<file path="src/rtl/mspet_pkg.sv">
// Shared types and constants for the multi-slot periodic event timer.
// No dependencies; used by top level, front end, engine and checker.
package mspet_pkg;

  localparam int SLOTS_DEFAULT = 8;
  localparam int QUEUE_DEPTH   = 2;

  localparam int CMD_W      = 2;
  localparam int HID_W      = 8;
  localparam int PER_W      = 32;
  localparam int SLOT_OUT_W = 3;

  localparam logic [CMD_W-1:0] CMD_TICK  = 2'd0;
  localparam logic [CMD_W-1:0] CMD_REG   = 2'd1;
  localparam logic [CMD_W-1:0] CMD_UNREG = 2'd2;

  localparam logic TBL_SLOW = 1'b0;
  localparam logic TBL_FAST = 1'b1;

  localparam logic KIND_STATUS = 1'b0;
  localparam logic KIND_FIRE   = 1'b1;

  localparam logic STATUS_OK   = 1'b0;
  localparam logic STATUS_FAIL = 1'b1;

  typedef struct packed {
    logic             is_tick;
    logic             is_reg;
    logic             tbl;
    logic [HID_W-1:0] hid;
    logic [PER_W-1:0] period;
  } job_t;

  typedef struct packed {
    logic [HID_W-1:0] handler;
    logic [PER_W-1:0] period;
    logic [PER_W-1:0] count;
  } slot_t;

  typedef struct packed {
    logic                  kind;
    logic                  status;
    logic [HID_W-1:0]      id;
    logic [SLOT_OUT_W-1:0] slot;
    logic                  last;
  } result_t;

endpackage

</file>
<file path="src/rtl/multi_slot_periodic_event_timer.sv">
// Top level of the multi-slot periodic event timer.
// Depends on mspet_pkg, mspet_front, mspet_fifo, mspet_ram and mspet_engine.
//
// Slow and fast tables of SLOTS_PER_TABLE periodic slots live in one slot RAM.
// Commands are taken into a two-entry queue, so input keeps flowing while the
// engine works or results wait. The engine reads one slot per cycle from the
// RAM while no stalled result output holds it: a tick pops the queue, walks
// every slot of its table and then sends its final result; a register or
// unregister ends at the first matching slot or at the table's last slot.
// Fire results of a tick come out in slot order, the last one flagged by tlast;
// a command status is a single transaction with tlast set. A paused fast-table
// tick and command code 3 produce nothing. No clearing pass is needed after
// reset: per-slot valid bits make every slot read as free.
module multi_slot_periodic_event_timer #(
  parameter int SLOTS_PER_TABLE = mspet_pkg::SLOTS_DEFAULT
) (
  input  logic        clk_i,
  input  logic        rst_ni,
  input  logic        s_axis_tvalid,
  output logic        s_axis_tready,
  input  logic [39:0] s_axis_tdata,   // handler_id[7:0], period[39:8]
  input  logic [2:0]  s_axis_tuser,   // command[1:0], table_sel[2]
  input  logic        cfg_wr_en_i,
  input  logic        cfg_wr_data_i,  // fast_tick_enable
  output logic        m_axis_tvalid,
  input  logic        m_axis_tready,
  output logic [15:0] m_axis_tdata,   // status[0], fired_id[8:1], slot_index[11:9], zero
  output logic        m_axis_tuser,   // kind
  output logic        m_axis_tlast
);

  localparam int DEPTH  = 2 * SLOTS_PER_TABLE;
  localparam int ADDR_W = $clog2(DEPTH);
  localparam int JOB_W  = $bits(mspet_pkg::job_t);
  localparam int SLOT_W = $bits(mspet_pkg::slot_t);

  logic                 q_push, q_full, q_vld, q_pop;
  mspet_pkg::job_t      q_wjob, q_rjob;
  logic                 ram_re, ram_we;
  logic [ADDR_W-1:0]    ram_raddr, ram_waddr;
  mspet_pkg::slot_t     ram_rdata, ram_wdata;
  logic                 res_push, out_free;
  mspet_pkg::result_t   res;
  logic                 out_vld_q, out_vld_d;
  mspet_pkg::result_t   out_q;

  mspet_front u_front (
    .clk_i           (clk_i),
    .rst_ni          (rst_ni),
    .s_axis_tvalid_i (s_axis_tvalid),
    .s_axis_tready_o (s_axis_tready),
    .s_axis_tdata_i  (s_axis_tdata),
    .s_axis_tuser_i  (s_axis_tuser),
    .cfg_wr_en_i     (cfg_wr_en_i),
    .cfg_wr_data_i   (cfg_wr_data_i),
    .q_full_i        (q_full),
    .q_push_o        (q_push),
    .q_job_o         (q_wjob)
  );

  mspet_fifo #(
    .WIDTH (JOB_W),
    .DEPTH (mspet_pkg::QUEUE_DEPTH)
  ) u_fifo (
    .clk_i   (clk_i),
    .rst_ni  (rst_ni),
    .push_i  (q_push),
    .data_i  (q_wjob),
    .full_o  (q_full),
    .pop_i   (q_pop),
    .valid_o (q_vld),
    .data_o  (q_rjob)
  );

  mspet_ram #(
    .WIDTH (SLOT_W),
    .DEPTH (DEPTH)
  ) u_ram (
    .clk_i   (clk_i),
    .we_i    (ram_we),
    .waddr_i (ram_waddr),
    .wdata_i (ram_wdata),
    .re_i    (ram_re),
    .raddr_i (ram_raddr),
    .rdata_o (ram_rdata)
  );

  mspet_engine #(
    .SLOTS (SLOTS_PER_TABLE)
  ) u_engine (
    .clk_i       (clk_i),
    .rst_ni      (rst_ni),
    .job_vld_i   (q_vld),
    .job_i       (q_rjob),
    .job_pop_o   (q_pop),
    .ram_re_o    (ram_re),
    .ram_raddr_o (ram_raddr),
    .ram_rdata_i (ram_rdata),
    .ram_we_o    (ram_we),
    .ram_waddr_o (ram_waddr),
    .ram_wdata_o (ram_wdata),
    .out_free_i  (out_free),
    .res_push_o  (res_push),
    .res_o       (res)
  );

  assign out_free = !out_vld_q || m_axis_tready;

  always_comb begin
    out_vld_d = out_vld_q;
    if (res_push) begin
      out_vld_d = 1'b1;
    end else if (m_axis_tready) begin
      out_vld_d = 1'b0;
    end
  end

  always_ff @(posedge clk_i or negedge rst_ni) begin
    if (!rst_ni) begin
      out_vld_q <= 1'b0;
    end else begin
      out_vld_q <= out_vld_d;
    end
  end

  always_ff @(posedge clk_i) begin
    if (res_push) begin
      out_q <= res;
    end
  end

  assign m_axis_tvalid = out_vld_q;
  assign m_axis_tdata  = {4'b0000, out_q.slot, out_q.id, out_q.status};
  assign m_axis_tuser  = out_q.kind;
  assign m_axis_tlast  = out_q.last;

endmodule

</file>
<file path="src/rtl/mspet_ram.sv">
// Generic single-write, single-read RAM with registered read data.
// No dependencies.
module mspet_ram #(
  parameter int WIDTH = 8,
  parameter int DEPTH = 16
) (
  input  logic                                   clk_i,
  input  logic                                   we_i,
  input  logic [(DEPTH > 1 ? $clog2(DEPTH) : 1)-1:0] waddr_i,
  input  logic [WIDTH-1:0]                       wdata_i,
  input  logic                                   re_i,
  input  logic [(DEPTH > 1 ? $clog2(DEPTH) : 1)-1:0] raddr_i,
  output logic [WIDTH-1:0]                       rdata_o
);

  logic [WIDTH-1:0] mem_q [DEPTH];
  logic [WIDTH-1:0] rdata_q;

  always_ff @(posedge clk_i) begin
    if (we_i) begin
      mem_q[waddr_i] <= wdata_i;
    end
    if (re_i) begin
      rdata_q <= mem_q[raddr_i];
    end
  end

  assign rdata_o = rdata_q;

endmodule

</file>
<file path="src/rtl/mspet_fifo.sv">
// Short command queue between the front end and the slot engine.
// Depends on nothing; width and depth come from the instantiating level.
module mspet_fifo #(
  parameter int WIDTH = 8,
  parameter int DEPTH = 2
) (
  input  logic             clk_i,
  input  logic             rst_ni,
  input  logic             push_i,
  input  logic [WIDTH-1:0] data_i,
  output logic             full_o,
  input  logic             pop_i,
  output logic             valid_o,
  output logic [WIDTH-1:0] data_o
);

  localparam int PW = (DEPTH > 1) ? $clog2(DEPTH) : 1;
  localparam int CW = $clog2(DEPTH + 1);

  logic [WIDTH-1:0] buf_q [DEPTH];
  logic [PW-1:0]    wr_ptr_q, wr_ptr_d;
  logic [PW-1:0]    rd_ptr_q, rd_ptr_d;
  logic [CW-1:0]    cnt_q, cnt_d;
  logic             do_push, do_pop;

  assign full_o  = (cnt_q == CW'(DEPTH));
  assign valid_o = (cnt_q != '0);
  assign data_o  = buf_q[rd_ptr_q];
  assign do_push = push_i && !full_o;
  assign do_pop  = pop_i && valid_o;

  always_comb begin
    wr_ptr_d = wr_ptr_q;
    rd_ptr_d = rd_ptr_q;
    cnt_d    = cnt_q;
    if (do_push) begin
      wr_ptr_d = (wr_ptr_q == PW'(DEPTH - 1)) ? '0 : wr_ptr_q + 1'b1;
    end
    if (do_pop) begin
      rd_ptr_d = (rd_ptr_q == PW'(DEPTH - 1)) ? '0 : rd_ptr_q + 1'b1;
    end
    if (do_push && !do_pop) begin
      cnt_d = cnt_q + 1'b1;
    end else if (do_pop && !do_push) begin
      cnt_d = cnt_q - 1'b1;
    end
  end

  always_ff @(posedge clk_i or negedge rst_ni) begin
    if (!rst_ni) begin
      wr_ptr_q <= '0;
      rd_ptr_q <= '0;
      cnt_q    <= '0;
    end else begin
      wr_ptr_q <= wr_ptr_d;
      rd_ptr_q <= rd_ptr_d;
      cnt_q    <= cnt_d;
    end
  end

  always_ff @(posedge clk_i) begin
    if (do_push) begin
      buf_q[wr_ptr_q] <= data_i;
    end
  end

endmodule

</file>
<file path="src/rtl/mspet_front.sv">
// Input front end: accepts commands, holds the fast-table enable register
// and drops ignored commands. Depends on mspet_pkg.
module mspet_front (
  input  logic               clk_i,
  input  logic               rst_ni,
  input  logic               s_axis_tvalid_i,
  output logic               s_axis_tready_o,
  input  logic [39:0]        s_axis_tdata_i,
  input  logic [2:0]         s_axis_tuser_i,
  input  logic               cfg_wr_en_i,
  input  logic               cfg_wr_data_i,
  input  logic               q_full_i,
  output logic               q_push_o,
  output mspet_pkg::job_t    q_job_o
);

  logic                         fast_en_q;
  logic [mspet_pkg::CMD_W-1:0]  cmd;
  logic                         tbl;
  logic                         keep;

  assign cmd = s_axis_tuser_i[1:0];
  assign tbl = s_axis_tuser_i[2];

  always_comb begin
    keep = 1'b0;
    unique case (cmd) inside
      mspet_pkg::CMD_TICK:                       keep = !(tbl == mspet_pkg::TBL_FAST && !fast_en_q);
      mspet_pkg::CMD_REG, mspet_pkg::CMD_UNREG:  keep = 1'b1;
      default:                                   keep = 1'b0;
    endcase
  end

  assign s_axis_tready_o = !q_full_i;
  assign q_push_o        = s_axis_tvalid_i && !q_full_i && keep;

  assign q_job_o.is_tick = (cmd == mspet_pkg::CMD_TICK);
  assign q_job_o.is_reg  = (cmd == mspet_pkg::CMD_REG);
  assign q_job_o.tbl     = tbl;
  assign q_job_o.hid     = s_axis_tdata_i[7:0];
  assign q_job_o.period  = s_axis_tdata_i[39:8];

  always_ff @(posedge clk_i or negedge rst_ni) begin
    if (!rst_ni) begin
      fast_en_q <= 1'b1;
    end else if (cfg_wr_en_i) begin
      fast_en_q <= cfg_wr_data_i;
    end
  end

endmodule

</file>
<file path="src/rtl/mspet_engine.sv">
// Slot engine: walks one table slot per unstalled cycle through the slot RAM,
// updates counts, fills or frees slots and produces results. Depends on mspet_pkg.
module mspet_engine #(
  parameter int SLOTS = mspet_pkg::SLOTS_DEFAULT
) (
  input  logic                                   clk_i,
  input  logic                                   rst_ni,
  input  logic                                   job_vld_i,
  input  mspet_pkg::job_t                        job_i,
  output logic                                   job_pop_o,
  output logic                                   ram_re_o,
  output logic [$clog2(2 * SLOTS)-1:0]           ram_raddr_o,
  input  mspet_pkg::slot_t                       ram_rdata_i,
  output logic                                   ram_we_o,
  output logic [$clog2(2 * SLOTS)-1:0]           ram_waddr_o,
  output mspet_pkg::slot_t                       ram_wdata_o,
  input  logic                                   out_free_i,
  output logic                                   res_push_o,
  output mspet_pkg::result_t                     res_o
);

  localparam int DEPTH  = 2 * SLOTS;
  localparam int ADDR_W = $clog2(DEPTH);
  localparam int IDX_W  = (SLOTS > 1) ? $clog2(SLOTS) : 1;
  localparam int EXT_W  = IDX_W + mspet_pkg::SLOT_OUT_W;

  localparam logic [1:0] ST_IDLE  = 2'd0;
  localparam logic [1:0] ST_WALK  = 2'd1;
  localparam logic [1:0] ST_FLUSH = 2'd2;

  function automatic logic [ADDR_W-1:0] slot_addr(input logic tbl,
                                                  input logic [IDX_W-1:0] idx);
    return tbl ? ADDR_W'(SLOTS) + ADDR_W'(idx) : ADDR_W'(idx);
  endfunction

  logic [1:0]                     state_q, state_d;
  mspet_pkg::job_t                job_q, job_d;
  logic [IDX_W-1:0]               idx_q, idx_d;
  logic [DEPTH-1:0]               valid_q, valid_d;
  logic                           pend_vld_q, pend_vld_d;
  mspet_pkg::result_t             pend_q, pend_d;

  logic [ADDR_W-1:0]              cur_addr;
  mspet_pkg::slot_t               entry;
  logic [mspet_pkg::PER_W-1:0]    cnt_inc;
  logic                           occ, fire, match, is_last;
  logic [mspet_pkg::HID_W-1:0]    want;
  logic [EXT_W-1:0]               idx_ext;

  assign cur_addr = slot_addr(job_q.tbl, idx_q);
  assign entry    = valid_q[cur_addr] ? ram_rdata_i : '0;
  assign cnt_inc  = entry.count + 1'b1;
  assign occ      = (entry.handler != '0);
  assign fire     = (cnt_inc >= entry.period);
  assign want     = job_q.is_reg ? '0 : job_q.hid;
  assign match    = (entry.handler == want);
  assign is_last  = (idx_q == IDX_W'(SLOTS - 1));
  assign idx_ext  = EXT_W'(idx_q);

  always_comb begin
    state_d     = state_q;
    job_d       = job_q;
    idx_d       = idx_q;
    valid_d     = valid_q;
    pend_vld_d  = pend_vld_q;
    pend_d      = pend_q;
    job_pop_o   = 1'b0;
    ram_re_o    = 1'b0;
    ram_raddr_o = slot_addr(job_q.tbl, idx_q + 1'b1);
    ram_we_o    = 1'b0;
    ram_waddr_o = cur_addr;
    ram_wdata_o = '0;
    res_push_o  = 1'b0;
    res_o       = pend_q;

    unique case (state_q)
      ST_IDLE: begin
        if (job_vld_i) begin
          job_pop_o   = 1'b1;
          job_d       = job_i;
          idx_d       = '0;
          pend_vld_d  = 1'b0;
          ram_re_o    = 1'b1;
          ram_raddr_o = slot_addr(job_i.tbl, '0);
          state_d     = ST_WALK;
        end
      end

      ST_WALK: begin
        if (job_q.is_tick) begin
          if (!(occ && fire && pend_vld_q && !out_free_i)) begin
            if (occ) begin
              ram_we_o            = 1'b1;
              ram_wdata_o.handler = entry.handler;
              ram_wdata_o.period  = entry.period;
              ram_wdata_o.count   = fire ? '0 : cnt_inc;
            end
            if (occ && fire) begin
              res_push_o    = pend_vld_q;
              pend_vld_d    = 1'b1;
              pend_d.kind   = mspet_pkg::KIND_FIRE;
              pend_d.status = mspet_pkg::STATUS_OK;
              pend_d.id     = entry.handler;
              pend_d.slot   = idx_ext[mspet_pkg::SLOT_OUT_W-1:0];
              pend_d.last   = 1'b0;
            end
            if (is_last) begin
              state_d = ST_FLUSH;
            end else begin
              ram_re_o = 1'b1;
              idx_d    = idx_q + 1'b1;
            end
          end
        end else begin
          if (match || is_last) begin
            if (out_free_i) begin
              res_push_o   = 1'b1;
              res_o.kind   = mspet_pkg::KIND_STATUS;
              res_o.status = match ? mspet_pkg::STATUS_OK : mspet_pkg::STATUS_FAIL;
              res_o.id     = '0;
              res_o.slot   = match ? idx_ext[mspet_pkg::SLOT_OUT_W-1:0] : '0;
              res_o.last   = 1'b1;
              if (match && job_q.is_reg) begin
                ram_we_o            = 1'b1;
                ram_wdata_o.handler = job_q.hid;
                ram_wdata_o.period  = job_q.period;
                ram_wdata_o.count   = '0;
                valid_d[cur_addr]   = 1'b1;
              end else if (match) begin
                valid_d[cur_addr] = 1'b0;
              end
              state_d = ST_IDLE;
            end
          end else begin
            ram_re_o = 1'b1;
            idx_d    = idx_q + 1'b1;
          end
        end
      end

      ST_FLUSH: begin
        if (!pend_vld_q) begin
          state_d = ST_IDLE;
        end else if (out_free_i) begin
          res_push_o = 1'b1;
          res_o.last = 1'b1;
          pend_vld_d = 1'b0;
          state_d    = ST_IDLE;
        end
      end

      default: begin
        state_d = ST_IDLE;
      end
    endcase
  end

  always_ff @(posedge clk_i or negedge rst_ni) begin
    if (!rst_ni) begin
      state_q    <= ST_IDLE;
      valid_q    <= '0;
      pend_vld_q <= 1'b0;
    end else begin
      state_q    <= state_d;
      valid_q    <= valid_d;
      pend_vld_q <= pend_vld_d;
    end
  end

  always_ff @(posedge clk_i) begin
    job_q  <= job_d;
    idx_q  <= idx_d;
    pend_q <= pend_d;
  end

endmodule

</file>
<file path="config.mk">
export PLATFORM = sky130hd
export DESIGN_NAME = multi_slot_periodic_event_timer
export DESIGN_NICKNAME = d
export VERILOG_FILES = /design/src/rtl/mspet_pkg.sv /design/src/rtl/multi_slot_periodic_event_timer.sv /design/src/rtl/mspet_ram.sv /design/src/rtl/mspet_fifo.sv /design/src/rtl/mspet_front.sv /design/src/rtl/mspet_engine.sv
export SDC_FILE = /design/constraint.sdc
export NUM_CORES = 2
export LEC_CHECK = 0
export ABC_AREA = 0
export BUFFER_PORTS_ARGS = -buffer_cell sky130_fd_sc_hd__clkbuf_2
export CAP_MARGIN = 20
export CORE_ASPECT_RATIO = 1.4
export CORE_MARGIN = 1
export CORE_UTILIZATION = 50
export DETAILED_ROUTE_END_ITERATION = 10
export MAX_ROUTING_LAYER = met4
export PLACE_DENSITY = 0.77
export REMOVE_ABC_BUFFERS = 1
export SLEW_MARGIN = 40
export SYNTH_ARGS = -nofsm -noshare
export SYNTH_HDL_FRONTEND = slang
export SYNTH_HIERARCHICAL = 1
export SYNTH_SLANG_ARGS = --single-unit
</file>
<file path="constraint.sdc">
create_clock -name clk_i -period 21.1 [get_ports clk_i]
set_input_delay 2.11 -clock clk_i [delete_from_list [all_inputs] [get_ports clk_i]]
set_output_delay 2.11 -clock clk_i [all_outputs]
set_load 0.02 [all_outputs]
</file>
==> impl_metrics.ini <==
[sta]
maxSlewHeadroom_pct = 39.0
period_share_pct = 37.7
report.final.slew_viol_count = 0
finalClockSkew_ns = 0.0313
tns_ns = 0
hold_slack_ns = 0.495
rsz0062_at_grt = false
fin_ws_ns = 13.14
max_freq_mhz = 126
setup_violations = 0
fin_crit_ns = 7.96
hold_viol_final = 0
worstMarginPinSlew_ns = 0.915

[routing]
drc = 0
wl_per_cell_um = 28.4
drt_iter0_markers = 3236
first_pass_iters = 5
detailroute.via_count = 27500
wirelength_um = 124000
vias_per_cell = 6.27
postRouteAntennaNets = 0

[cells_and_area]
antenna_cells = 0
final_cells = 4388
final_cell_area_um2 = 61500
num-fill-cells = 7873
area_delta_synth_final_pct = 10.4
final_util_pct = 55.8
drive_above_1_share_pct = 25.6
final_nets = 2925

[grt]
grt_use_total_pct = 23.0
grt_max_degree = 76
grt_pass1_wl_um = 185000
grt_use_met1_pct = 26.8
antenna_found_initial = 1
top_usage_layer = met2
gr-usage-met2_pct = 39.8
met3_usage_pct = 3.33
overflow = 0
grt_pass1_vias = 28900

[placed_design]
dp_hpwl_um = 69700
dp_slack_ns = 13.37
port_buffers = 64
placed_cells = 4174
postPlaceCellArea_um2 = 57700
place_congestion = 0.911

[pwr]
cellPowerDensity_nw_per_um2 = 133
p_sw_mw = 2.68
power_mw = 8.17
p_leak_nw = 20.4
swShare_pct = 32.8
pwr-share-clk_pct = 25.7
p_comb_share_pct = 30.6
ir_worst_vdd_mv = 0.113
p_seq_share_pct = 43.7
p_int_mw = 5.49

[yosys]
synth_edf_count = 1381
yosysTopAreaCellShare_pct = 74.4
synthArstFlopShare_pct = 1.78
ys_warn_count = 6
ys_seq_area_share_pct = 75.5
ys_ff_latch = 1406
synth_top_cells_by_area = edfxtp_1 74%, mux4_2 12%, a22oi_1 1.9%
ys_types = 72
synth_cells = 2757
synth.most_common_cell = edfxtp_1
netlist_area_um2 = 55700
avgSynthCellArea_um2 = 20.2
synth_ff_type = edfxtp_1
synth_area_leader_cell = edfxtp_1
synth_common_cells = 1381 x edfxtp_1, 293 x mux4_2, 144 x a22oi_1

[floorplanning]
die-width_um = 284
rows = 144
die_y_um = 397
ios = 69
core_area_um2 = 110000
start_util_pct = 50.5
die-area_um2 = 113000

[setup_path]
regToRegSetupSlack_ns = 13.14
critPathLaunch = u_engine/idx_q[2]
critical_path.max_fanout = 39
ff2ff_path_depth = 23
cp-end-kind = flip-flop
worstPathRequired_ns = 21.43
r2r-start = u_engine/idx_q[2]
critPathKind = flip-flop to flip-flop
arrival_ns = 8.29
r2r_end = u_ram/mem_q[1][35]
start_kind = flip-flop

[clock_network]
post_cts_buffers = 0
numCtsBuffers = 113
cts_hold_buf = 0
cts.sink_count = 1406
cts_resized = 0
clockBufferDepth = 3
cts_tree = done
clkLatencyLatePin_ns = 0.73
h-tree-depth = 3
cts_root_buffer = clkbuf_16
clkTransAtPathRegs_ns = 0.07

[flow_run]
drv_cap = 0

[outcome]
status = complete, no violations

[worst_hold_path]
min_path_type = flip-flop to flip-flop
min_path_cells = 1
power groups by stage:
| stage | logic, mW | clock network (mW) | registers [mW] |
|---|---|---|---|
| floorplan | 2.19 | 0 | 3.56 |
| global placement | 2.39 | 0 | 3.62 |
| detailed placement | 2.47 | 0 | 3.62 |
| CTS | 2.49 | 2.13 | 3.56 |
| global route | 2.65 | 2.22 | 3.58 |
| finish | 2.50 | 2.10 | 3.57 |
area by class of cell:
type / count / area, um2 / share of cell area [%]
multi-input combinational: 1147 / 12800 / 20.8
inverter: 21 / 78.8 / 0.128
clock buffer: 138 / 2990 / 4.85
clock inverter: 75 / 697 / 1.13
timing repair buffer: 141 / 1030 / 1.68
sequential: 1406 / 42100 / 68.4
tap: 1460 / 1830 / 2.97
cells by family (layout without fill, tap and decap cells):
logic type,Yosys count,in the layout,synth area share [%]
buffers and inverters,207,375,2.22
other,1,4,0.00673
AO/OA/AOI/OAI,252,252,3.24
flip-flops,1406,1406,75.5
AND/OR/NAND/NOR,452,452,3.99
multiplexers,357,357,13.4
adder cells (fa/ha/maj),46,46,1.03
XOR/XNOR,36,36,0.566
flip-flops by register name, summed over array words and instances, names as in the netlist, named ones only:
name and count:
m_axis_tdata 12, m_axis_tlast 1, m_axis_tuser 1, m_axis_tvalid 1
u_engine/idx_q 3, u_engine/job_q 43, u_engine/pend_q 11, u_engine/pend_vld_q 1
u_engine/state_q 2, u_fifo/buf_q 86, u_fifo/cnt_q 2, u_fifo/rd_ptr_q 1
u_fifo/wr_ptr_q 1, u_front/fast_en_q 1, u_ram/mem_q 1152, u_ram/rdata_o 72
critical path, stage by stage, from the launching register on:
cell and delay, ns:
edfxtp_1 0.79, mux4_2 0.63, mux4_4 0.76, and2_1 0.27
ha_1 0.25, nand4_1 0.13, nor2_1 0.08, nand4_1 0.12
xor2_1 0.31, nor2_1 0.08, ha_1 0.34, nand3_1 0.12
nor2_1 0.09, a211oi_1 0.27, o221ai_1 0.23, a2111oi_2 0.34
buf_4 0.29, nor2_1 0.11, a2bb2oi_4 0.15, inv_1 0.12
or3b_2 0.59, nor2_4 0.12, buf_4 0.54, buf_4 0.75
per-layer routing:
layer / routed length [um] / vias to the layer above
li1: - / 11400
met1: 43500 / 14400
met2: 66200 / 1419
met3: 9350 / 310
met4: 5350 / 0
met5: 0 / -
worst max path at each step:
| stage | to | depth (start not counted) |
|---|---|---|
| after floorplan | u_ram/rdata_o[0] | 7 |
| after global placement | u_ram/mem_q[14][41] | 22 |
| after detailed placement | u_ram/mem_q[0][58] | 23 |
| after CTS | u_ram/mem_q[0][60] | 23 |
| after global routing | u_ram/mem_q[0][60] | 23 |
| final | u_ram/mem_q[1][35] | 23 |
layout by cell type, fill, tap and decap left out, drive strengths merged, types with 53 or more instances in the layout:
cell	instances
clkbuf	202
nor2	86
nand3	67
nand2	135
mux4	293
edfxtp	1381
a22oi	144
mux2	62
a21oi	53
buf	77
Power figures use the tool's default switching activity.
